==> src/design/gsa_pkg.sv <==
package gsa_pkg;

    localparam int CLASS_W           = 3;
    localparam int PROB_W            = 16;
    localparam int NUM_PROBS         = 8;
    localparam int DEF_MAX_CLASSES   = 8;
    localparam int DEF_HISTORY_DEPTH = 8;
    localparam int IN_TDATA_W        = 144;
    localparam int OUT_TDATA_W       = 40;
    localparam int ADDR_W            = 4;

    localparam logic [15:0] HALF_CONF      = 16'd16384;
    localparam logic [3:0]  RST_CLASS_CNT  = 4'd8;
    localparam logic [15:0] RST_MOTION_THR = 16'd0;
    localparam logic [15:0] RST_MIN_CONF   = 16'd16384;
    localparam logic [3:0]  SMOOTH_NONE    = 4'hF;

    localparam logic [1:0] REG_NUM_CLS     = 2'd0;
    localparam logic [1:0] REG_MOTION_THR  = 2'd1;
    localparam logic [1:0] REG_MIN_CONF    = 2'd2;

    localparam logic OP_FRAME = 1'b0;
    localparam logic OP_CLEAR = 1'b1;

    typedef enum logic [2:0] {
        S_IDLE,
        S_ARGMAX,
        S_WSQ,
        S_MUL,
        S_ACC,
        S_SCAN,
        S_DIV,
        S_DONE
    } t_state;

    typedef struct packed {
        logic clr;
        logic mul_en;
        logic acc_en;
    } t_lane_ctl;

    typedef struct packed {
        logic        done;
        logic [15:0] q;
    } t_div_res;

endpackage

==> src/design/gsa_lane.sv <==
// One class lane: saturating weighted and plain sums plus its vote count.
module gsa_lane #(
    parameter int LANE_IDX      = 0,
    parameter int HISTORY_DEPTH = gsa_pkg::DEF_HISTORY_DEPTH
) (
    input  logic                                    i_clk,
    input  logic                                    i_rst_n,
    input  gsa_pkg::t_lane_ctl                      i_ctl,
    input  logic [15:0]                             i_prob,
    input  logic [31:0]                             i_weight,
    input  logic [HISTORY_DEPTH-1:0][2:0]           i_hist,
    input  logic [$clog2(HISTORY_DEPTH+1)-1:0]      i_fill,
    output logic [63:0]                             o_wsum,
    output logic [31:0]                             o_psum,
    output logic [$clog2(HISTORY_DEPTH+1)-1:0]      o_votes
);
    localparam int FW = $clog2(HISTORY_DEPTH + 1);

    logic [47:0]   r_prod;
    logic [63:0]   r_wsum;
    logic [31:0]   r_psum;
    logic [64:0]   w_wadd;
    logic [32:0]   w_padd;
    logic [FW-1:0] n_votes;

    assign w_wadd = {1'b0, r_wsum} + 65'(r_prod);
    assign w_padd = {1'b0, r_psum} + 33'(i_prob);

    always_ff @(posedge i_clk) begin
        if (i_ctl.mul_en) begin
            r_prod <= 48'(i_prob) * 48'(i_weight);
        end
    end

    always_ff @(posedge i_clk) begin
        if (!i_rst_n || i_ctl.clr) begin
            r_wsum <= '0;
            r_psum <= '0;
        end else if (i_ctl.acc_en) begin
            r_wsum <= w_wadd[64] ? {64{1'b1}} : w_wadd[63:0];
            r_psum <= w_padd[32] ? {32{1'b1}} : w_padd[31:0];
        end
    end

    always_comb begin
        n_votes = '0;
        for (int i = 0; i < HISTORY_DEPTH; i++) begin
            if (FW'(i) < i_fill && i_hist[i] == 3'(LANE_IDX)) begin
                n_votes = n_votes + FW'(1);
            end
        end
    end

    assign o_wsum  = r_wsum;
    assign o_psum  = r_psum;
    assign o_votes = n_votes;
endmodule

==> config.mk <==
export PLATFORM = sky130hd
export DESIGN_NAME = gsa_lane
export DESIGN_NICKNAME = d
export VERILOG_FILES = /design/src/design/gsa_pkg.sv /design/src/design/gsa_lane.sv
export SDC_FILE = /design/constraint.sdc
export NUM_CORES = 2
export LEC_CHECK = 0
export ABC_AREA = 1
export BUFFER_PORTS_ARGS = -buffer_cell sky130_fd_sc_hd__buf_2
export CAP_MARGIN = 15
export CORE_UTILIZATION = 45
export DETAILED_ROUTE_END_ITERATION = 12
export PLACE_DENSITY = 0.69
export SYNTH_ARGS = -nofsm -noshare
export SYNTH_HDL_FRONTEND = slang
export SYNTH_SLANG_ARGS = --single-unit
==> constraint.sdc <==
create_clock -name i_clk -period 7.4 [get_ports i_clk]
set_input_delay 1.11 -clock i_clk [delete_from_list [all_inputs] [get_ports i_clk]]
set_output_delay 1.11 -clock i_clk [all_outputs]
set_load 0.02 [all_outputs]
==> results.sh <==
export IMPL_outcome="complete, no violations"
export IMPL_via_per_inst=5.13
export IMPL_netlist_top_cells_area="fa_1 30%, nand2_1 14%, inv_1 12%"
export IMPL_drc=0
export IMPL_worstPathMaxFanout=18
export IMPL_fin_nets=4643
export IMPL_maxCapViolations=0
export IMPL_syn_nets=4553
export IMPL_antenna_left=0
export IMPL_synthesis_area_mm2=0.0277
export IMPL_antenna_found_initial=0
export IMPL_cts_sinks=144
export IMPL_cts_root_buffer="clkbuf_16"
export IMPL_dr_total_vias=24300
export IMPL_slowest_delay_ns=0.54
export IMPL_hold_class="register to register"
export IMPL_crit_top_cell="fa_1"
export IMPL_fin_crit_sh=0.918
export IMPL_routedWlPerCell_um=16.7
export IMPL_worst_slew_pin_slew_ns=0.792
export IMPL_drt_pass1_iterations=5
export IMPL_grt_pass1_vias=24400
export IMPL_grt_pass1_wl_mm=129
export IMPL_die_area_mm2=0.0625
export IMPL_place_congestion=0.971
export IMPL_critPathSlowestCell="fa_1"
export IMPL_cts_reportedPaths_clkPinSlew_ns=0.07
export IMPL_diodes=0
export IMPL_max_freq_mhz=147
export IMPL_drive_above_1_share=0.0782
export IMPL_ys_flop_type="dfxtp_1"
export IMPL_worst_setup_path_end_kind="register"
export IMPL_die_w_um=250
export IMPL_ios=181
export IMPL_overflow=0
export IMPL_htreeDepth=4
export IMPL_drt_iter0_drc=1572
export IMPL_synth_top_area_frac=0.304
export IMPL_hpwlAfterDp_mm=65.1
export IMPL_async_flop_share=0
export IMPL_rows=90
export IMPL_port_buffers=180
export IMPL_clock_insertion_delay_worst_skew_ns=0.45
export IMPL_ys_warn_count=0
export IMPL_setup_violations=0
export IMPL_synthCells=3861
export IMPL_start_kind="input pin"
export IMPL_path_class="input pin to register"
export IMPL_cp_required_ns=7.60
export IMPL_yosysMostFrequentCell="nand2_1"
export IMPL_maxSlewViolCount=0
export IMPL_area_delta_synth_final_pct=7.81
export IMPL_setup_tns_final_ns=0
export IMPL_yosysUniqueCellTypes=53
export IMPL_netlist_top_cells_count="996 x nand2_1, 920 x inv_1, 420 x fa_1"
export IMPL_finalClockSkew_ns=0.0191
export IMPL_fin_crit_ns=6.79
export IMPL_wirelength_mm=79.5
export IMPL_syn_avg_cell_area_um2=7.17
export IMPL_start_util=0.457
export IMPL_fillers=6098
export IMPL_relSlewSlack=0.469
export IMPL_clock_path_buffers=2
export IMPL_post_cts_buffers=0
export IMPL_hold_buffers=0
export IMPL_hold_viol_final=0
export IMPL_synth_area_leader_cell="fa_1"
export IMPL_die_y_um=250
export IMPL_cp_cell_sequence="buf_2 > buf_4 > nand2_1 > inv_1 > fa_1 > inv_1 > fa_1 > fa_1 > fa_1 > inv_1 > fa_1 > inv_1 > fa_1 > inv_1 > ha_1 > nand2_1 > nor2_1 > nand2_1 > nor4_1 > a21oi_1 > o21bai_1 > xor2_1"
export IMPL_cts_buffers=17
export IMPL_worst_ep_arrival_time_ns=6.99
export IMPL_grt_usage=0.260
export IMPL_core_area_mm2=0.0606
export IMPL_synth_seq_cells=144
export IMPL_synth_edff_count=48
export IMPL_cts_resized=0
export IMPL_grt_max_degree=60
export IMPL_cts_tree="done"
export IMPL_yosysSeqAreaShare=0.122
export IMPL_rsz0062_at_grt="false"
## metrics by stage
| step | setup WS, ns | area (µm²) | std cells | hold WS [ns] | utilization |
|---|---|---|---|---|---|
| after floorplan | 0.850 | 27700 | 3861 | 0.546 | - |
| after global placement | 0.125 | 29300 | 4714 | 0.524 | 0.483 |
| after detailed placement | 0.181 | 29300 | 4714 | 0.532 | 0.483 |
| after CTS | 0.649 | 29800 | 4746 | 0.549 | 0.492 |
| after global routing | 0.218 | 29800 | 4746 | 0.586 | 0.492 |
| final | 0.608 | 29800 | 4746 | 0.541 | 0.492 |
## cell families after synthesis
kind of cell | synth area share
XOR/XNOR | 0.0332
AND/OR/NAND/NOR | 0.217
flip-flops | 0.122
adder cells (fa/ha/maj) | 0.390
AO/OA/AOI/OAI | 0.0916
buffers and inverters | 0.147
## metal layers
layer / part of all wire / GRT usage / vias to the layer above
li1: - / - / 11700
met1: 0.44 / 0.357 / 11700
met2: 0.47 / 0.436 / 791
met3: 0.067 / 0.0282 / 115
met4: 0.025 / 0.0696 / 0
met5: 0 / 0 / -
## worst max-delay path: cells and delay by family
kind / cells / cell delay, ns
and+or+nand+nor: 5 / 1.01
xor gates and xnor gates: 1 / 0.08
adders and majority gates: 7 / 3.30
AOI/OAI and AO/OA: 2 / 0.40
buffers and inverters: 7 / 1.07
## registers in the layout, indices dropped and copies added (netlist names)
signal,cells
o_wsum,64
r_prod,48
o_psum,32
## cell usage in the layout, fill, tap and decap left out, types with 21 or more instances in the layout
cell,Yosys,routed
a21oi_1,163,163
a31oi_1,31,31
nand3_1,109,109
buf_2,3,180
nor3_1,27,27
ha_1,191,191
xor2_1,59,59
edfxtp_1,48,48
a21oi_2,21,21
dfxtp_1,96,96
nand2_1,996,996
o21ai_0,161,161
inv_1,920,920
fa_1,420,420
nor2_1,301,300
xnor2_1,46,46
buf_4,1,28
## final timing paths
| path | from | end | slack (ns) | cells after the start |
|---|---|---|---|---|
| setup / recovery | i_prob[6] | r_prod[34] | 0.61 | 22 |
| hold / removal | o_psum[0] | o_psum[0] | 0.54 | 2 |
| setup reg to reg | o_psum[0] | o_psum[20] | 4.15 | 14 |
| hold reg to reg | o_psum[0] | o_psum[0] | 0.54 | 2 |
## cell type report
type,count,area (µm²),area share
Inverter,931,3500,0.117
Timing Repair Buffer,212,1190,0.0399
Multi-Input combinational cell,2645,20300,0.679
Sequential cell,144,3360,0.113
Clock inverter,14,108,0.00361
Tap cell,782,978,0.0328
Clock buffer,18,439,0.0147
Power is not shown: default switching activity piles up to over one toggle a cycle in this logic, so the estimate is an artifact.
