**config.mk**
```make
export PLATFORM = sky130hd
export DESIGN_NAME = gsa_div
export DESIGN_NICKNAME = d
export VERILOG_FILES = /design/src/design/gsa_pkg.sv /design/src/design/gsa_div.sv
export SDC_FILE = /design/constraint.sdc
export NUM_CORES = 1
export LEC_CHECK = 0
export ABC_AREA = 1
export BUFFER_PORTS_ARGS = -buffer_cell sky130_fd_sc_hd__buf_2
export CORE_MARGIN = 2
export CORE_UTILIZATION = 40
export DETAILED_ROUTE_END_ITERATION = 7
export PLACE_DENSITY = 0.68
export SYNTH_ARGS = -nofsm -noshare
export SYNTH_HDL_FRONTEND = slang
export SYNTH_SLANG_ARGS = --single-unit
```
**constraint.sdc**
```tcl
create_clock -name i_clk -period 5.4 [get_ports i_clk]
set_input_delay 0.54 -clock i_clk [delete_from_list [all_inputs] [get_ports i_clk]]
set_output_delay 0.54 -clock i_clk [all_outputs]
set_load 0.05 [all_outputs]
```
**src/design/gsa_pkg.sv**
```systemverilog
package gsa_pkg;

    localparam int CLASS_W           = 3;
    localparam int PROB_W            = 16;
    localparam int NUM_PROBS         = 8;
    localparam int DEF_MAX_CLASSES   = 8;
    localparam int DEF_HISTORY_DEPTH = 8;
    localparam int IN_TDATA_W        = 144;
    localparam int OUT_TDATA_W       = 40;
    localparam int ADDR_W            = 4;

    localparam logic [15:0] HALF_CONF      = 16'd16384;
    localparam logic [3:0]  RST_CLASS_CNT  = 4'd8;
    localparam logic [15:0] RST_MOTION_THR = 16'd0;
    localparam logic [15:0] RST_MIN_CONF   = 16'd16384;
    localparam logic [3:0]  SMOOTH_NONE    = 4'hF;

    localparam logic [1:0] REG_NUM_CLS     = 2'd0;
    localparam logic [1:0] REG_MOTION_THR  = 2'd1;
    localparam logic [1:0] REG_MIN_CONF    = 2'd2;

    localparam logic OP_FRAME = 1'b0;
    localparam logic OP_CLEAR = 1'b1;

    typedef enum logic [2:0] {
        S_IDLE,
        S_ARGMAX,
        S_WSQ,
        S_MUL,
        S_ACC,
        S_SCAN,
        S_DIV,
        S_DONE
    } t_state;

    typedef struct packed {
        logic clr;
        logic mul_en;
        logic acc_en;
    } t_lane_ctl;

    typedef struct packed {
        logic        done;
        logic [15:0] q;
    } t_div_res;

endpackage

```
**src/design/gsa_div.sv**
```systemverilog
// Restoring 64-by-64 divider, one quotient bit per cycle; quotient clamps to 16 bits.
module gsa_div (
    input  logic              i_clk,
    input  logic              i_rst_n,
    input  logic              i_start,
    input  logic [63:0]       i_num,
    input  logic [63:0]       i_den,
    output gsa_pkg::t_div_res o_res
);
    logic        r_busy;
    logic        r_done;
    logic [5:0]  r_cnt;
    logic [64:0] r_rem;
    logic [63:0] r_quo;
    logic [63:0] r_den;
    logic [64:0] w_shift;
    logic        w_ge;

    assign w_shift = {r_rem[63:0], r_quo[63]};
    assign w_ge    = w_shift >= {1'b0, r_den};

    always_ff @(posedge i_clk) begin
        if (!i_rst_n) begin
            r_busy <= 1'b0;
            r_done <= 1'b0;
            r_cnt  <= '0;
        end else begin
            r_done <= 1'b0;
            if (i_start) begin
                r_busy <= 1'b1;
                r_cnt  <= '0;
            end else if (r_busy) begin
                r_cnt <= r_cnt + 6'd1;
                if (r_cnt == 6'd63) begin
                    r_busy <= 1'b0;
                    r_done <= 1'b1;
                end
            end
        end
    end

    always_ff @(posedge i_clk) begin
        if (i_start) begin
            r_rem <= '0;
            r_quo <= i_num;
            r_den <= i_den;
        end else if (r_busy) begin
            r_rem <= w_ge ? (w_shift - {1'b0, r_den}) : w_shift;
            r_quo <= {r_quo[62:0], w_ge};
        end
    end

    assign o_res.done = r_done;
    assign o_res.q    = (|r_quo[63:16]) ? 16'hFFFF : r_quo[15:0];
endmodule

```
==> summary.txt <==
Run status
  • Status: complete, no violations

Worst setup path
  • Worst EP required: 5.73 ns
  • Reg2Reg Depth: 16
  • R2R setup slack: 1.68 ns
  • Critical path arrival: 4.05 ns
  • Worst Path Max Fanout: 66
  • Reg2reg start: r_den[1]
  • Critical-path cell list: inv_1 -> ha_1 -> nand2_1 -> nor2_1 -> nand3_1 -> nand3_2 -> nand2_1 -> nand2_2 -> nand2_2 -> nand2_2 -> nand2_4 -> nand2_4 -> buf_4 -> nand2_1 -> nand3_1 -> o21ai_1
  • Worst Setup Path Type: flop to flop
  • Critical Path Source Type: flop
  • CP top delay family: simple AND/OR/NAND/NOR gates
  • Critical Path Max Stage Delay: 0.68 ns
  • Reg-to-Reg End: r_rem[23]
  • Slowest CP cell: nand2_4
  • CP startpoint: r_den[1]
  • WP buf/inv: 2
  • Crit. End Element: flop

Timing
  • Endpoints failing setup: 0
  • Post-layout min period: 3.72 ns
  • RSZ-0062 raised after global routing: false
  • Hold Fails Final Rpt: 0
  • Setup Skew: 0.0207 ns
  • Final max-slew violation count: 0
  • Worst-margin pin slew: 1.01 ns
  • Post-Route Setup TNS: 0 ns
  • Fmax: 269 MHz
  • Fin crit share: 68.8%
  • Worst relative slew slack: 32.4%

Worst hold path
  • Hold depth: 1
  • Hold crit path type: input pin to flop
  • Hold path startpoint: i_den[7]
  • Worst Hold End: r_den[7]

Floorplanning
  • Initial Utilization: 40.8%
  • Core ar.: 0.0357 mm2
  • Die ar.: 0.0379 mm2
  • Row cnt: 69
  • Die W: 195 um
  • Die height: 195 um
  • IO Pins: 148

Global route
  • Initial antenna violation count: 1
  • First-pass GRT wire length: 70,300 um
  • Pin count of the biggest net entering global routing: 80
  • Total global routing overflow: 0
  • Number of global-route vias before repair: 13,300
  • All-Layer GR Usage: 23.8%

Clock tree
  • Total setup buffers inserted after CTS: 0
  • Clock Latency Late Sink: 0.47 ns
  • # hold bufs at CTS: 0
  • CTS resizes: 0
  • CTS tree: built
  • Clock buffer count from CTS: 17
  • Max clock buf depth: 2
  • H-tree Lvls: 4
  • CTS Sinks: 200
  • Clock Pin Slew Worst Setup and Hold Paths: 0.09 ns
  • Root buffer cell: clkbuf_16

Yosys
  • Yosys top cell area share: 26.4%
  • Gate Count Post-Synth: 2,212
  • Simple-gate share of the synthesized area: 37.4%
  • Top cells by area, synth: edfxtp_1, nand2_1, inv_1
  • Synth cell types: 40
  • Number of synthesized flops with an enable pin: 128
  • Main synth FF type: edfxtp_1
  • Mapped cell area: 0.0145 mm2
  • Complex-gate fraction of the synthesized area: 4.78%
  • Largest family of logic cells by synthesized area: simple AND/OR/NAND/NOR gates
  • Asr flop ratio synth: 0%
  • Post-Synth Adder-Cell Area: 5.73%
  • Syn. warnings: 0
  • Sequential element share of the synthesized area: 36.3%
  • Flops & latches, synth: 200
  • Post-synthesis xor/xnor area fraction: 1.87%
  • Average size of a mapped cell: 6.57 um2
  • Mux cell area share after synthesis: 0%
  • Post-synth top area cell: edfxtp_1
  • Syn nets: 2,409

Placement
  • GPL Wtd Cong: 1.02
  • Port bufs: 147
  • Hpwl dp: 35,100 um

Cells and area
  • Layout area overhead: 11.7%
  • Final nets: 2,534
  • Layout cells sized above 1: 10.6%
  • # diodes: 0

Detailed routing
  • Via count: 13,600
  • Final WL: 44,100 um
  • DR WL/cell: 15.7 um
  • DR iter-0 viols: 996
  • Antenna viol nets, final: 0
  • Drt pass-1 iters: 5
  • Drc violations: 0
  • Vias per cell: 4.83

Run
  • Number of max-cap violations: 0

Power
  • Maximum VDD drop: 223 uV
  • Power Density: 215 mW/mm2
  • Total leakage power: 8.87 nW
  • Design Power: 3.49 mW
metal layers:
metal  global-route usage (%)  wire [um]
met5                        0          0
met4                     7.46        978
met3                     3.78       2440
met2                     38.7      19800
met1                     32.3      20900
cells by family (layout without fill, tap and decap cells):
logic type,after synthesis,after routing
AND/OR/NAND/NOR,1280,1280
buffers and inverters,508,646
flip-flops,200,200
AO/OA/AOI/OAI,127,127
adder cells (fa/ha/maj),66,66
XOR/XNOR,31,31
cells in the mapped netlist, types with 2 or more instances:
| master | instances |
|---|---|
| and2_1 | 3 |
| edfxtp_1 | 128 |
| nand2_4 | 2 |
| nor3b_1 | 2 |
| a21oi_1 | 52 |
| nand4_1 | 19 |
| o21ai_0 | 36 |
| dfxtp_1 | 72 |
| inv_2 | 5 |
| inv_1 | 453 |
| nor2_4 | 6 |
| nor2_1 | 96 |
| a31oi_1 | 2 |
| nand3_2 | 10 |
| buf_6 | 10 |
| xnor2_1 | 28 |
| xor2_1 | 3 |
| nand2_1 | 896 |
| o21ai_1 | 20 |
| a21oi_2 | 2 |
| nand3_1 | 142 |
| ha_1 | 65 |
| o21bai_1 | 9 |
| nand2_2 | 17 |
| buf_4 | 7 |
| clkbuf_1 | 20 |
| nor3_1 | 24 |
| nor2_2 | 13 |
| buf_1 | 5 |
| nor4_1 | 13 |
| nand3b_1 | 35 |
| buf_2 | 7 |
| a21o_1 | 3 |
sequential cells by signal, indices dropped and copies added (netlist names):
signal / cells
r_den: 64
r_done: 1
r_rem: 64
r_cnt: 6
r_quo: 64
r_busy: 1
final cells by class:
cell class	count	area, um2
tap	461	577
timing repair buffer	155	798
inverter	459	1720
fill	3783	19400
sequential	200	5290
multi-input combinational	1504	7260
clock inverter	14	151
clock buffer	18	450
cell usage in the layout (no fill, tap or decap), types with 3 or more instances in the layout:
master     count
edfxtp_1     128
buf_2        146
inv_4          3
nand3b_1      35
xor2_1         3
o21bai_1       9
nor2_1        94
xnor2_1       28
nor3_1        23
nor2_4         7
a21oi_1       52
a21o_1         3
inv_1        452
clkinv_8       4
ha_1          65
nor4_1        13
buf_4          9
nand4_1       19
inv_8          3
inv_2          5
nand3_2       10
o21ai_1       20
nor2_2        14
o21ai_0       36
clkbuf_16     18
nand3_1      142
nand2_1      896
and2_1         3
nand2_2       17
dfxtp_1       72
worst reg2reg max path: stages (launching register included):
cell	delay (ns)
edfxtp_1	0.39
inv_1	0.06
ha_1	0.39
nand2_1	0.09
nor2_1	0.12
nand3_1	0.10
nand3_2	0.17
nand2_1	0.09
nand2_2	0.12
nand2_2	0.09
nand2_2	0.11
nand2_4	0.46
nand2_4	0.76
buf_4	0.38
nand2_1	0.11
nand3_1	0.08
o21ai_1	0.07
metrics by stage:
step	worst slack [ns]	cells	hold slack [ns]	cell area (um2)	utilization (%)
global placement	1.71	2779	0.455	15600	43.9
CTS	1.64	2811	0.209	16200	45.6
finish	1.68	2811	0.238	16200	45.6
detailed placement	1.68	2779	0.459	15600	43.9
global route	1.38	2811	0.218	16200	45.6
floorplan	2.05	2212	0.444	14500	-
how the worst max path moves through the flow:
stage | endpoint | slack, ns | depth (start not counted)
finish | r_rem[23] | 1.68 | 16
global route | r_rem[24] | 1.38 | 16
CTS | r_rem[23] | 1.64 | 16
detailed placement | r_rem[23] | 1.68 | 16
global placement | r_rem[26] | 1.71 | 16
floorplan | r_quo[0] | 2.05 | 4
where the power goes:
part / switching, mW / internal, mW
Sequential: 0.0366 / 1.73
Clock: 0.671 / 0.645
Combinational: 0.266 / 0.140
Note: power is estimated with default switching activity, not from simulation.
